<file path="src/sv/stt_pkg.sv">
// ---------------------------------------------------------------------------
// stt_pkg: shared types and constants of the software timer table
// request and result codes, word layouts, cell status
// ---------------------------------------------------------------------------
package stt_pkg;

	localparam int DefaultSlots = 16;
	localparam int MaxResults   = 16;
	localparam int IdW          = 16;
	localparam int TimeW        = 32;

	typedef enum logic [1:0] {
		REQ_CREATE   = 2'd0,
		REQ_KILL     = 2'd1,
		REQ_TICK     = 2'd2,
		REQ_KILL_ALL = 2'd3
	} req_t;

	typedef enum logic [1:0] {
		KIND_CREATED = 2'd0,
		KIND_FULL    = 2'd1,
		KIND_FIRED   = 2'd2
	} kind_t;

	typedef struct packed {
		logic [1:0]       req_type;
		logic [TimeW-1:0] delay_ticks;
		logic [TimeW-1:0] interval_ticks;
		logic [IdW-1:0]   kill_id;
		logic [TimeW-1:0] now_ticks;
	} req_word_t;

	typedef struct packed {
		logic [1:0]     kind;
		logic [IdW-1:0] timer_id;
		logic           last;
	} res_word_t;

	// contents of one slot, handed between neighbors during compaction
	typedef struct packed {
		logic             used;
		logic [IdW-1:0]   id;
		logic [TimeW-1:0] due;
		logic [TimeW-1:0] interval;
		logic             pending;
		logic             dead;
	} slot_t;

	// sequencer controls broadcast to all cells
	typedef struct packed {
		logic             load;      // write new entry into the first free cell
		logic             kill;      // mark first matching cell dead
		logic             kill_all;
		logic             resolve;   // the scanned pending cell gets its due time
		logic             fire;      // the head-of-scan cell fires
		logic             shift;     // compaction step
		logic [IdW-1:0]   id;
		logic [TimeW-1:0] now;
		logic [TimeW-1:0] delay;
		logic [TimeW-1:0] interval;
	} cell_ctl_t;

	function automatic logic [TimeW-1:0] sat_add(input logic [TimeW-1:0] a,
			input logic [TimeW-1:0] b);
		logic [TimeW:0] s;
		s = {1'b0, a} + {1'b0, b};
		return s[TimeW] ? {TimeW{1'b1}} : s[TimeW-1:0];
	endfunction

endpackage

</file>
<file path="src/sv/stt_cell.sv">
// ---------------------------------------------------------------------------
// stt_cell: one timer slot
// holds an entry, takes the neighbor's entry on a compaction shift
// ---------------------------------------------------------------------------
module stt_cell (
	input  logic                  clk,
	input  logic                  arst_n,
	input  stt_pkg::cell_ctl_t    ctl,
	input  logic                  load_sel,   // this cell is the first free one
	input  logic                  kill_sel,   // this cell is the first id match
	input  logic                  fire_sel,   // this cell is under the scan
	input  logic                  shift_sel,  // take the neighbor's entry
	input  stt_pkg::slot_t        nbr,
	output stt_pkg::slot_t        slot
);
	stt_pkg::slot_t slot_q;

	assign slot = slot_q;

	always_ff @(posedge clk or negedge arst_n) begin
		if (!arst_n) begin
			slot_q <= '0;
		end else if (ctl.kill_all) begin
			slot_q.used <= 1'b0;
		end else if (ctl.load && load_sel) begin
			slot_q.used     <= 1'b1;
			slot_q.id       <= ctl.id;
			slot_q.due      <= (ctl.delay == '0) ? stt_pkg::TimeW'(1) : ctl.delay;
			slot_q.interval <= ctl.interval;
			slot_q.pending  <= 1'b1;
			slot_q.dead     <= 1'b0;
		end else if (ctl.kill && kill_sel) begin
			slot_q.dead <= 1'b1;
		end else if (ctl.resolve && fire_sel) begin
			if (slot_q.used && !slot_q.dead && slot_q.pending) begin
				slot_q.due     <= stt_pkg::sat_add(ctl.now, slot_q.due);
				slot_q.pending <= 1'b0;
			end
		end else if (ctl.fire && fire_sel) begin
			if (slot_q.interval != '0)
				slot_q.due <= stt_pkg::sat_add(ctl.now, slot_q.interval);
			else
				slot_q.dead <= 1'b1;
		end else if (ctl.shift && shift_sel) begin
			slot_q <= nbr;
		end
	end
endmodule

</file>
<file path="config.mk">
export PLATFORM = sky130hd
export DESIGN_NAME = stt_cell
export DESIGN_NICKNAME = d
export VERILOG_FILES = /design/src/sv/stt_pkg.sv /design/src/sv/stt_cell.sv
export SDC_FILE = /design/constraint.sdc
export NUM_CORES = 1
export LEC_CHECK = 0
export BUFFER_PORTS_ARGS = -buffer_cell sky130_fd_sc_hd__buf_2
export CAP_MARGIN = 20
export CELL_PAD_IN_SITES_DETAIL_PLACEMENT = 1
export CELL_PAD_IN_SITES_GLOBAL_PLACEMENT = 2
export CORE_ASPECT_RATIO = 0.6
export CORE_MARGIN = 3
export CORE_UTILIZATION = 28
export DETAILED_ROUTE_END_ITERATION = 8
export PLACE_DENSITY = 0.94
export SYNTH_ARGS = -nofsm -noshare
export SYNTH_HDL_FRONTEND = slang
export SYNTH_SLANG_ARGS = --single-unit
</file>
<file path="constraint.sdc">
create_clock -name clk -period 2.95 [get_ports clk]
set_input_delay 0.1475 -clock clk [delete_from_list [all_inputs] [get_ports clk]]
set_output_delay 0.1475 -clock clk [all_outputs]
set_load 0.05 [all_outputs]
</file>
# Yosys cells after proc, flatten, opt, wreduce, memory -nomap -nowiden
# Cells that the tools add are included.
[totals] register_bits=83 input_bits=207 word_cells=61
[classes] add_sub_neg=2 eq_ne=11 muxes=21 n_bitwise=1 reduce_logical=20
[ops] op="32-bit 2-to-1 mux" count=8
[ops] op="83-bit 2-to-1 mux" count=2
[ops] op="82-bit 2-to-1 mux" count=1
[ops] op="32-bit by 32-bit adder with 33-bit output" count=2
[ops] op="17-bit 2-to-1 mux" count=2
[ops] op="33-bit 2-to-1 mux" count=1
[ops] op="32-bit logical NOT" count=1
[ops] op="32-bit nonzero test" count=1
[ops] op="3-bit inequality test, second input constant" count=5
[ops] op="5-bit AND reduction" count=3
[ops] op="4-bit AND reduction" count=2
[ops] op="4-bit nonzero test" count=2
[ops] op="1-bit logical AND" count=7
[ops] op="1-bit 2-to-1 mux" count=7
[ops] op="2-bit inequality test, second input constant" count=3
[ops] op="3-bit nonzero test" count=2
[ops] op="4-bit by 3-bit inequality test with 1-bit output, second input constant" count=1
[ops] op="4-bit inequality test, second input constant" count=1
[ops] op="3-bit by 2-bit inequality test with 1-bit output, second input constant" count=1
[ops] op="2-bit nonzero test" count=1
[ops] op="1-bit logical NOT" count=1
[ops] op="1-bit inverter" count=1

# Logic depth before layout (Yosys ltp)
# Gate-level depths: netlist of run 1.
[logic_depth] ltp_word=8 mapped_depth=12 mapped_depth_nobuf=11

# Worst setup path after synthesis of run 1
# OpenSTA, ideal clock, no wires.
[synth_timing] kind="register to register" startpoint="register slot_q (netlist bit slot[34])" endpoint="register slot_q (netlist bit slot[36])" arrival_ps=2742 required_ps=2800 slack_ps=58 path_stages_with_launch=11 n_path_buf=1 path_cell_list="dfrtp_1 > ha_1 > fa_1 > a211oi_1 > o211ai_2 > nand4_1 > a41oi_1 > a211o_1 > clkbuf_1 > o21ai_0 > a41oi_1"
[synth_via] elab_chain_len=6
[synth_lines] item="from (decl)" line_no="stt_cell.sv:16" text="stt_pkg::slot_t slot_q;"
[synth_lines] item="from (signal assigned)" line_no="stt_cell.sv:45" text="slot_q <= nbr;"
[synth_lines] item="32-bit by 32-bit adder with 33-bit output" line_no="stt_pkg.sv:66" text="s = {1'b0, a} + {1'b0, b};"
[synth_lines] item="32-bit 2-to-1 mux" line_no="stt_pkg.sv:67" text="return s[TimeW] ? {TimeW{1'b1}} : s[TimeW-1:0];"
[synth_lines] item="32-bit 2-to-1 mux" line_no="stt_cell.sv:35" text="if (slot_q.used && !slot_q.dead && slot_q.pending) begin"
[synth_lines] item="32-bit 2-to-1 mux" line_no="stt_cell.sv:34" text="end else if (ctl.resolve && fire_sel) begin"
[synth_lines] item="82-bit 2-to-1 mux" line_no="stt_cell.sv:32" text="end else if (ctl.kill && kill_sel) begin"
[synth_lines] item="83-bit 2-to-1 mux" line_no="stt_cell.sv:25" text="end else if (ctl.load && load_sel) begin"
# Every way passes these cells. The select of a mux whose other input is x is not followed.
# A chain may end at the register's enable or synchronous reset.

# Final worst setup path of run 1
[layout_timing] startpoint="register slot_q (netlist bit slot[24])" endpoint="register slot_q (netlist bit slot[59])"
[layout_via] elab_chain_len=7 elab_cells_between_ends=10 cone_classes="1 x add/sub; 1 x eq/ne; 6 x mux; 2 x reduce/logical"
[layout_lines] item="32-bit by 32-bit adder with 33-bit output" line_no="stt_pkg.sv:66"
[layout_lines] item="32-bit 2-to-1 mux" line_no="stt_pkg.sv:67"
[layout_lines] item="32-bit 2-to-1 mux" line_no="stt_cell.sv:40" text="if (slot_q.interval != '0)"
[layout_lines] item="32-bit 2-to-1 mux" line_no="stt_cell.sv:39" text="end else if (ctl.fire && fire_sel) begin"
[layout_lines] item="32-bit 2-to-1 mux" line_no="stt_cell.sv:34"
[layout_lines] item="82-bit 2-to-1 mux" line_no="stt_cell.sv:32"
[layout_lines] item="83-bit 2-to-1 mux" line_no="stt_cell.sv:25"
# Parallel ways exist; a longest one is shown, timed or not. The select of a mux whose other input is x is not followed.

==> results of run 1 <==
==> synthesized netlist by cell type, types with 4 or more instances <==
cell type | count | area share, %
a21o_1 | 28 | 2.7
ha_1 | 64 | 10
xor2_1 | 21 | 2.3
and3_1 | 7 | 0.56
o211ai_1 | 8 | 0.76
buf_2 | 12 | 0.76
a211oi_1 | 9 | 0.86
a31oi_1 | 61 | 4.9
nand4_1 | 18 | 1.4
and2_1 | 12 | 0.95
a22oi_1 | 6 | 0.57
a21oi_1 | 66 | 4.2
nand3_1 | 16 | 1.0
inv_1 | 11 | 0.52
nand2_1 | 176 | 8.4
o21ai_0 | 52 | 3.3
o21a_1 | 8 | 0.76
or3_1 | 4 | 0.32
o221ai_1 | 28 | 3.1
nor4_1 | 17 | 1.4
o21bai_1 | 6 | 0.57
nor2_1 | 125 | 6.0
nor3_1 | 12 | 0.76
o21ai_1 | 7 | 0.45
a41oi_1 | 24 | 2.7
mux2i_1 | 8 | 1.0
dfrtp_1 | 83 | 26
clkbuf_1 | 50 | 2.4
xnor2_1 | 30 | 3.3
==> worst paths after layout <==
kind	end	slack, ns	depth (start not counted)
setup / recovery	slot[59]	0.07	10
hold / removal	slot[7]	0.02	3
setup reg to reg	slot[59]	0.07	10
hold reg to reg	slot[70]	0.56	2
max in group asynchronous	slot[44]	2.13	3
min in group asynchronous	slot[78]	0.34	3
==> worst max-delay path: cells and delay by family, from the launching register on <==
family | cells | cell delay, ns
fa+ha+maj | 1 | 0.37
flops | 1 | 0.41
simple gates | 1 | 0.25
compound gates | 6 | 1.42
buf+inv | 2 | 0.28
==> routing by layer <==
metal / vias to the layer above / global-route usage (%) / routed length [microns]
met5: - / 0 / 41
met2: 366 / 36.6 / 16400
li1: 4538 / - / -
met4: 6 / 5.68 / 635
met1: 4751 / 38.6 / 19900
met3: 35 / 6.78 / 3330
==> final cells by class <==
type                    count  area (sq um)  area share [%]
flip-flops and latches     83          2080            18.8
multi-input cells         871          5750            52.2
well taps                 360           450            4.09
inverters                  11          41.3           0.375
repair buffers            397          2390            21.7
clock inverters             7          90.1           0.818
clock buffers               9           225            2.04
==> repair_timing <==
item,4_1_cts,5_1_grt
endpoints found under the hold margin,100,0
endpoints found under the setup margin,0,32
setup buffers,0,6
hold buffers,23,0
gates resized for setup,0,49
==> metrics by stage <==
stage	hold slack [ns]	cells
detailed placement	0.244	1692
finish	0.0162	1738
global placement	0.234	1692
floorplan	-0.148	1031
global route	0.00334	1738
CTS	0.00106	1731
==> logic make-up after synthesis <==
| logic type | count (synthesis) | share of synthesized area (%) |
|---|---|---|
| xor gates and xnor gates | 51 | 5.68 |
| adders and majority gates | 66 | 10.7 |
| buffers and inverters | 77 | 3.91 |
| AOI/OAI and AO/OA | 341 | 29.6 |
| DFF | 83 | 26.4 |
| muxes | 9 | 1.16 |
| and+or+nand+nor | 404 | 22.6 |
==> where the power goes <==
group	total, W	leakage (nW)	switching (W)	internal (W)
logic	0.00533	3.81	0.00337	0.00196
registers	0.00171	0.922	0.000303	0.00141
clock network	0.00129	0.155	0.000614	0.000680
==> impl_metrics.tcl, run 1 <==
set metrics [dict create \
    place.detailed.hpwl_microns 32500 \
    drive_gt1_share_pct 32.4 \
    cp.required_ns 3.19 \
    crit_chain "ha_1 -> a21o_1 -> a31o_2 -> a221oi_2 -> and3_1 -> a21oi_4 -> buf_12 -> buf_12 -> o221ai_1 -> a31oi_1" \
    cpMostUsedCell "buf_12" \
    setup_viol 0 \
    syn_nets 1304 \
    wl_per_cell_microns 23.2 \
    cts-root-buf "clkbuf_16" \
    wl_microns 40300 \
    grt_max_degree 97 \
    finish.utilization_pct 40.8 \
    clock_latency_ns 0.38 \
    die_x_microns 222 \
    maxCapViolCount 0 \
    die_h_microns 136 \
    coreArea_sq_um 27000 \
    cpPeakStageDelay_ns 0.41 \
    cts_max_level 3 \
    relSlewSlack_pct 39.5 \
    fin_skew_ns 0.0104 \
    diodes 0 \
    finalHoldViolations 0 \
    seq_area_frac_synth_pct 26.4 \
    grt_pass1_wl_microns 59300 \
    place_congestion 0.926 \
    syn_to_final_growth_pct 40.1 \
    drc 0 \
    ys_warn_count 0 \
    grt_overflow 0 \
    viasPerCell 5.58 \
    vias 9696 \
    async_flop_share_pct 100 \
    fmax_mhz 348 \
    period_needed_ns 2.88 \
    tightest_slew_ns 0.907 \
    final_common_cell "buf_2" \
    clkTransAtPathRegs_ns 0.07 \
    synth_edf_count 0 \
    fin_ws_ns 0.0742 \
    synthFlopType "dfrtp_1" \
    peakVddDrop_mv 0.339 \
    p_leak_nw 4.89 \
    setup_tns_ns 0 \
    grt_usage_pct 25.7 \
    cts_buffers 9 \
    hold_start "nbr[7]" \
    cts_tree "yes" \
    largest_register_ffs 83 \
    drtIter0Drc 741 \
    ant_nets 0 \
    slowest_stage "dfrtp_1" \
    clock_sinks 83 \
    die_area_sq_um 30200 \
    fin_area_sq_um 11000 \
    startpoint_type "flop" \
    crit_type "flop to flop" \
    ys_ff_latch 83 \
    crit_path_end_kind "flop" \
    ys_types 69 \
    dr.pass1.iters 5 \
    std_cell_rows 46 \
    grt_pass1_vias 9748 \
    timing.final.crit_share_pct 97.5 \
    rsz0062_at_grt "true" \
    antenna_found_initial 3 \
    boundaryPins 290 \
    place_ws_ns 0.0152 \
    cp_max_fo 16 \
    crit_arrival_ns 3.11 \
    crit_path_start "slot[24]" \
    cts.path.max_buffers 2 \
    nets 1646 \
    place_area_sq_um 10100 \
    slew_violations 0 \
    total_power_w 0.00834 \
    synth_area_per_cell_sq_um 7.63 \
    synth_cells 1031 \
    final_cell_mix "288 x buf_2, 175 x nand2_1, 124 x nor2_1, 83 x dfrtp_1, 80 x buf_4" \
    initial_core_util_pct 29.1 \
    syn_area_sq_um 7870 \
    status "finished clean" \
    cellPowerDensity_nw_per_um2 756 \
    numPortBuffers 289 \
    fillers 3368 \
    r2r-start "slot[24]" \
    min_path_type "input pin to flop" \
]
(Power assumes the default switching activity.)
==> inputs of run 2 (changes only) <==
CORE_MARGIN = not set   (was 3)
==> run 2 against run 1 <==
  * Combinational power is essentially flat
  * Sequential share of layout area is essentially flat
  * Largest cell class unchanged
  * Non-clock buffer count is 7 lower
  * Critical endpoint is now slot[53]
  * Critical path type unchanged
  * Maximum frequency shrank 1.2%
  * Clock skew is essentially flat
  * Clock power rose by 5%
  * Global-route usage rose by 1.6 points
  * Core utilization is 0.78 points lower
  * Design area is 0.22% higher
  * Hold slack is essentially flat
==> impl_metrics.tcl, run 2 (synthesis results as in run 1) <==
set metrics [dict create \
    power_frac_clock_pct 16.1 \
    die_area_sq_um 28800 \
    clkTransAtPathRegs_ns 0.07 \
    coreArea_sq_um 27600 \
    tightest_slew_ns 0.738 \
    maxCapViolCount 0 \
    rsz0062_at_grt "true" \
    crit_arrival_ns 3.14 \
    viasPerCell 5.56 \
    place.detailed.hpwl_microns 32000 \
    antenna_found_initial 1 \
    grt_pass1_wl_microns 59400 \
    wl_microns 40000 \
    cp_max_fo 15 \
    total_power_w 0.00838 \
    status "finished clean" \
    finish.utilization_pct 40.0 \
    largest_register_ffs 83 \
    grt_max_degree 55 \
    cts-root-buf "clkbuf_16" \
    min_path_type "input pin to flop" \
    timing.final.crit_share_pct 98.7 \
    combinationalPowerShare_pct 63.6 \
    fillers 3417 \
    fin_area_sq_um 11000 \
    drtIter0Drc 732 \
    numPortBuffers 289 \
    dr.pass1.iters 5 \
    ant_nets 0 \
    cellPowerDensity_nw_per_um2 759 \
    cts_max_level 3 \
    dp.cells 1692 \
    drive_gt1_share_pct 31.8 \
    vias 9670 \
    seqPwrFrac_pct 20.3 \
    grt_overflow 0 \
    netSwitchingFraction_pct 51.1 \
    crit_chain "ha_2 -> and3_1 -> a221oi_4 -> a211o_1 -> a21o_1 -> a21oi_4 -> buf_4 -> buf_12 -> o221ai_1 -> a41oi_1" \
    clock_sinks 83 \
    period_needed_ns 2.91 \
    die_x_microns 218 \
    relSlewSlack_pct 50.8 \
    crit_path_end_kind "flop" \
    clock_latency_ns 0.38 \
    syn_to_final_growth_pct 40.4 \
    startpoint_type "flop" \
    place_area_sq_um 10100 \
    setup_viol 0 \
    grt_pass1_vias 9734 \
    die_h_microns 132 \
    std_cell_rows 47 \
    final_common_cell "buf_2" \
    cpPeakStageDelay_ns 0.45 \
    place_congestion 1.01 \
    slowest_stage "dfrtp_2" \
    slew_violations 0 \
    finalHoldViolations 0 \
    cp.required_ns 3.18 \
    grt_usage_pct 27.3 \
    boundaryPins 290 \
    initial_core_util_pct 28.5 \
    crit_type "flop to flop" \
    wl_per_cell_microns 23.0 \
    nets 1639 \
    final_cell_mix "288 x buf_2, 175 x nand2_1, 125 x nor2_1, 81 x dfrtp_1, 70 x buf_4" \
    cts_tree "yes" \
    fin_skew_ns 0.0105 \
    p_int_w 0.00410 \
    cts_buffers 9 \
    cts.path.max_buffers 2 \
    drc 0 \
    p_sw_w 0.00429 \
    peakVddDrop_mv 0.381 \
    multi_input_area_sq_um 5770 \
    fmax_mhz 344 \
    p_leak_nw 4.86 \
    seqCellArea_sq_um 2080 \
    final_cells 1739 \
]
## run 2: routing by layer
layer	track usage (%)	wire length, microns
met5	0	13
met4	7.85	911
met3	7.61	3750
met2	38.3	16200
met1	40.1	19100
## run 2: per-stage QoR
stage / setup TNS [ns] / hold WS, ns / setup WS (ns)
2_1_floorplan: 0 / -0.148 / 0.0583
3_3_place_gp: 0 / 0.190 / 0.0145
3_5_place_dp: -0.114 / 0.198 / -0.113
4_1_cts: 0 / 0.0000241 / 0.00868
5_1_grt: -0.0820 / 0.0177 / -0.0324
6_report: 0 / 0.0160 / 0.0398
## run 2: layout make-up
cell class | count | share of cell area (%)
clock inverter | 7 | 0.952
sequential | 83 | 18.8
inverter | 11 | 0.374
tap | 367 | 4.16
multi-input combinational | 871 | 52.2
timing repair buffer | 390 | 21.4
clock buffer | 9 | 2.04
antenna | 1 | 0.0227
## run 2: path summary, 6_finish.rpt
| check | startpoint | endpoint | slack, ns | cells past startpoint |
|---|---|---|---|---|
| max | slot[7] | slot[53] | 0.04 | 10 |
| min | ctl[6] | slot[8] | 0.02 | 3 |
| max reg2reg | slot[7] | slot[53] | 0.04 | 10 |
| min reg2reg | slot[66] | slot[66] | 0.56 | 2 |
| max in group asynchronous | arst_n | slot[51] | 1.94 | 3 |
| min in group asynchronous | arst_n | slot[78] | 0.31 | 2 |
## run 2: critical path, delay by kind of cell (launching register included)
family | cells | cell delay [ns]
AOI/OAI and AO/OA | 6 | 1.41
DFF | 1 | 0.45
buffers and inverters | 2 | 0.32
adders and majority gates | 1 | 0.32
and+or+nand+nor | 1 | 0.25
## run 2: repair_timing
item                                    CTS  global route
hold buffers                             25             0
gates cloned                              0             1
endpoints found under the setup margin    5            32
hold endpoints to repair                 60             0
resized for setup                         3            55
setup buffers                             0             4
pin swaps                                 0             8
## run 2: power by group through the flow
stage | Clock (W) | Combinational [W] | Sequential (W)
floorplan | 0 | 0.00238 | 0.00259
global placement | 0 | 0.00489 | 0.00170
detailed placement | 0 | 0.00498 | 0.00171
CTS | 0.00138 | 0.00504 | 0.00169
global route | 0.00141 | 0.00571 | 0.00174
finish | 0.00135 | 0.00534 | 0.00170
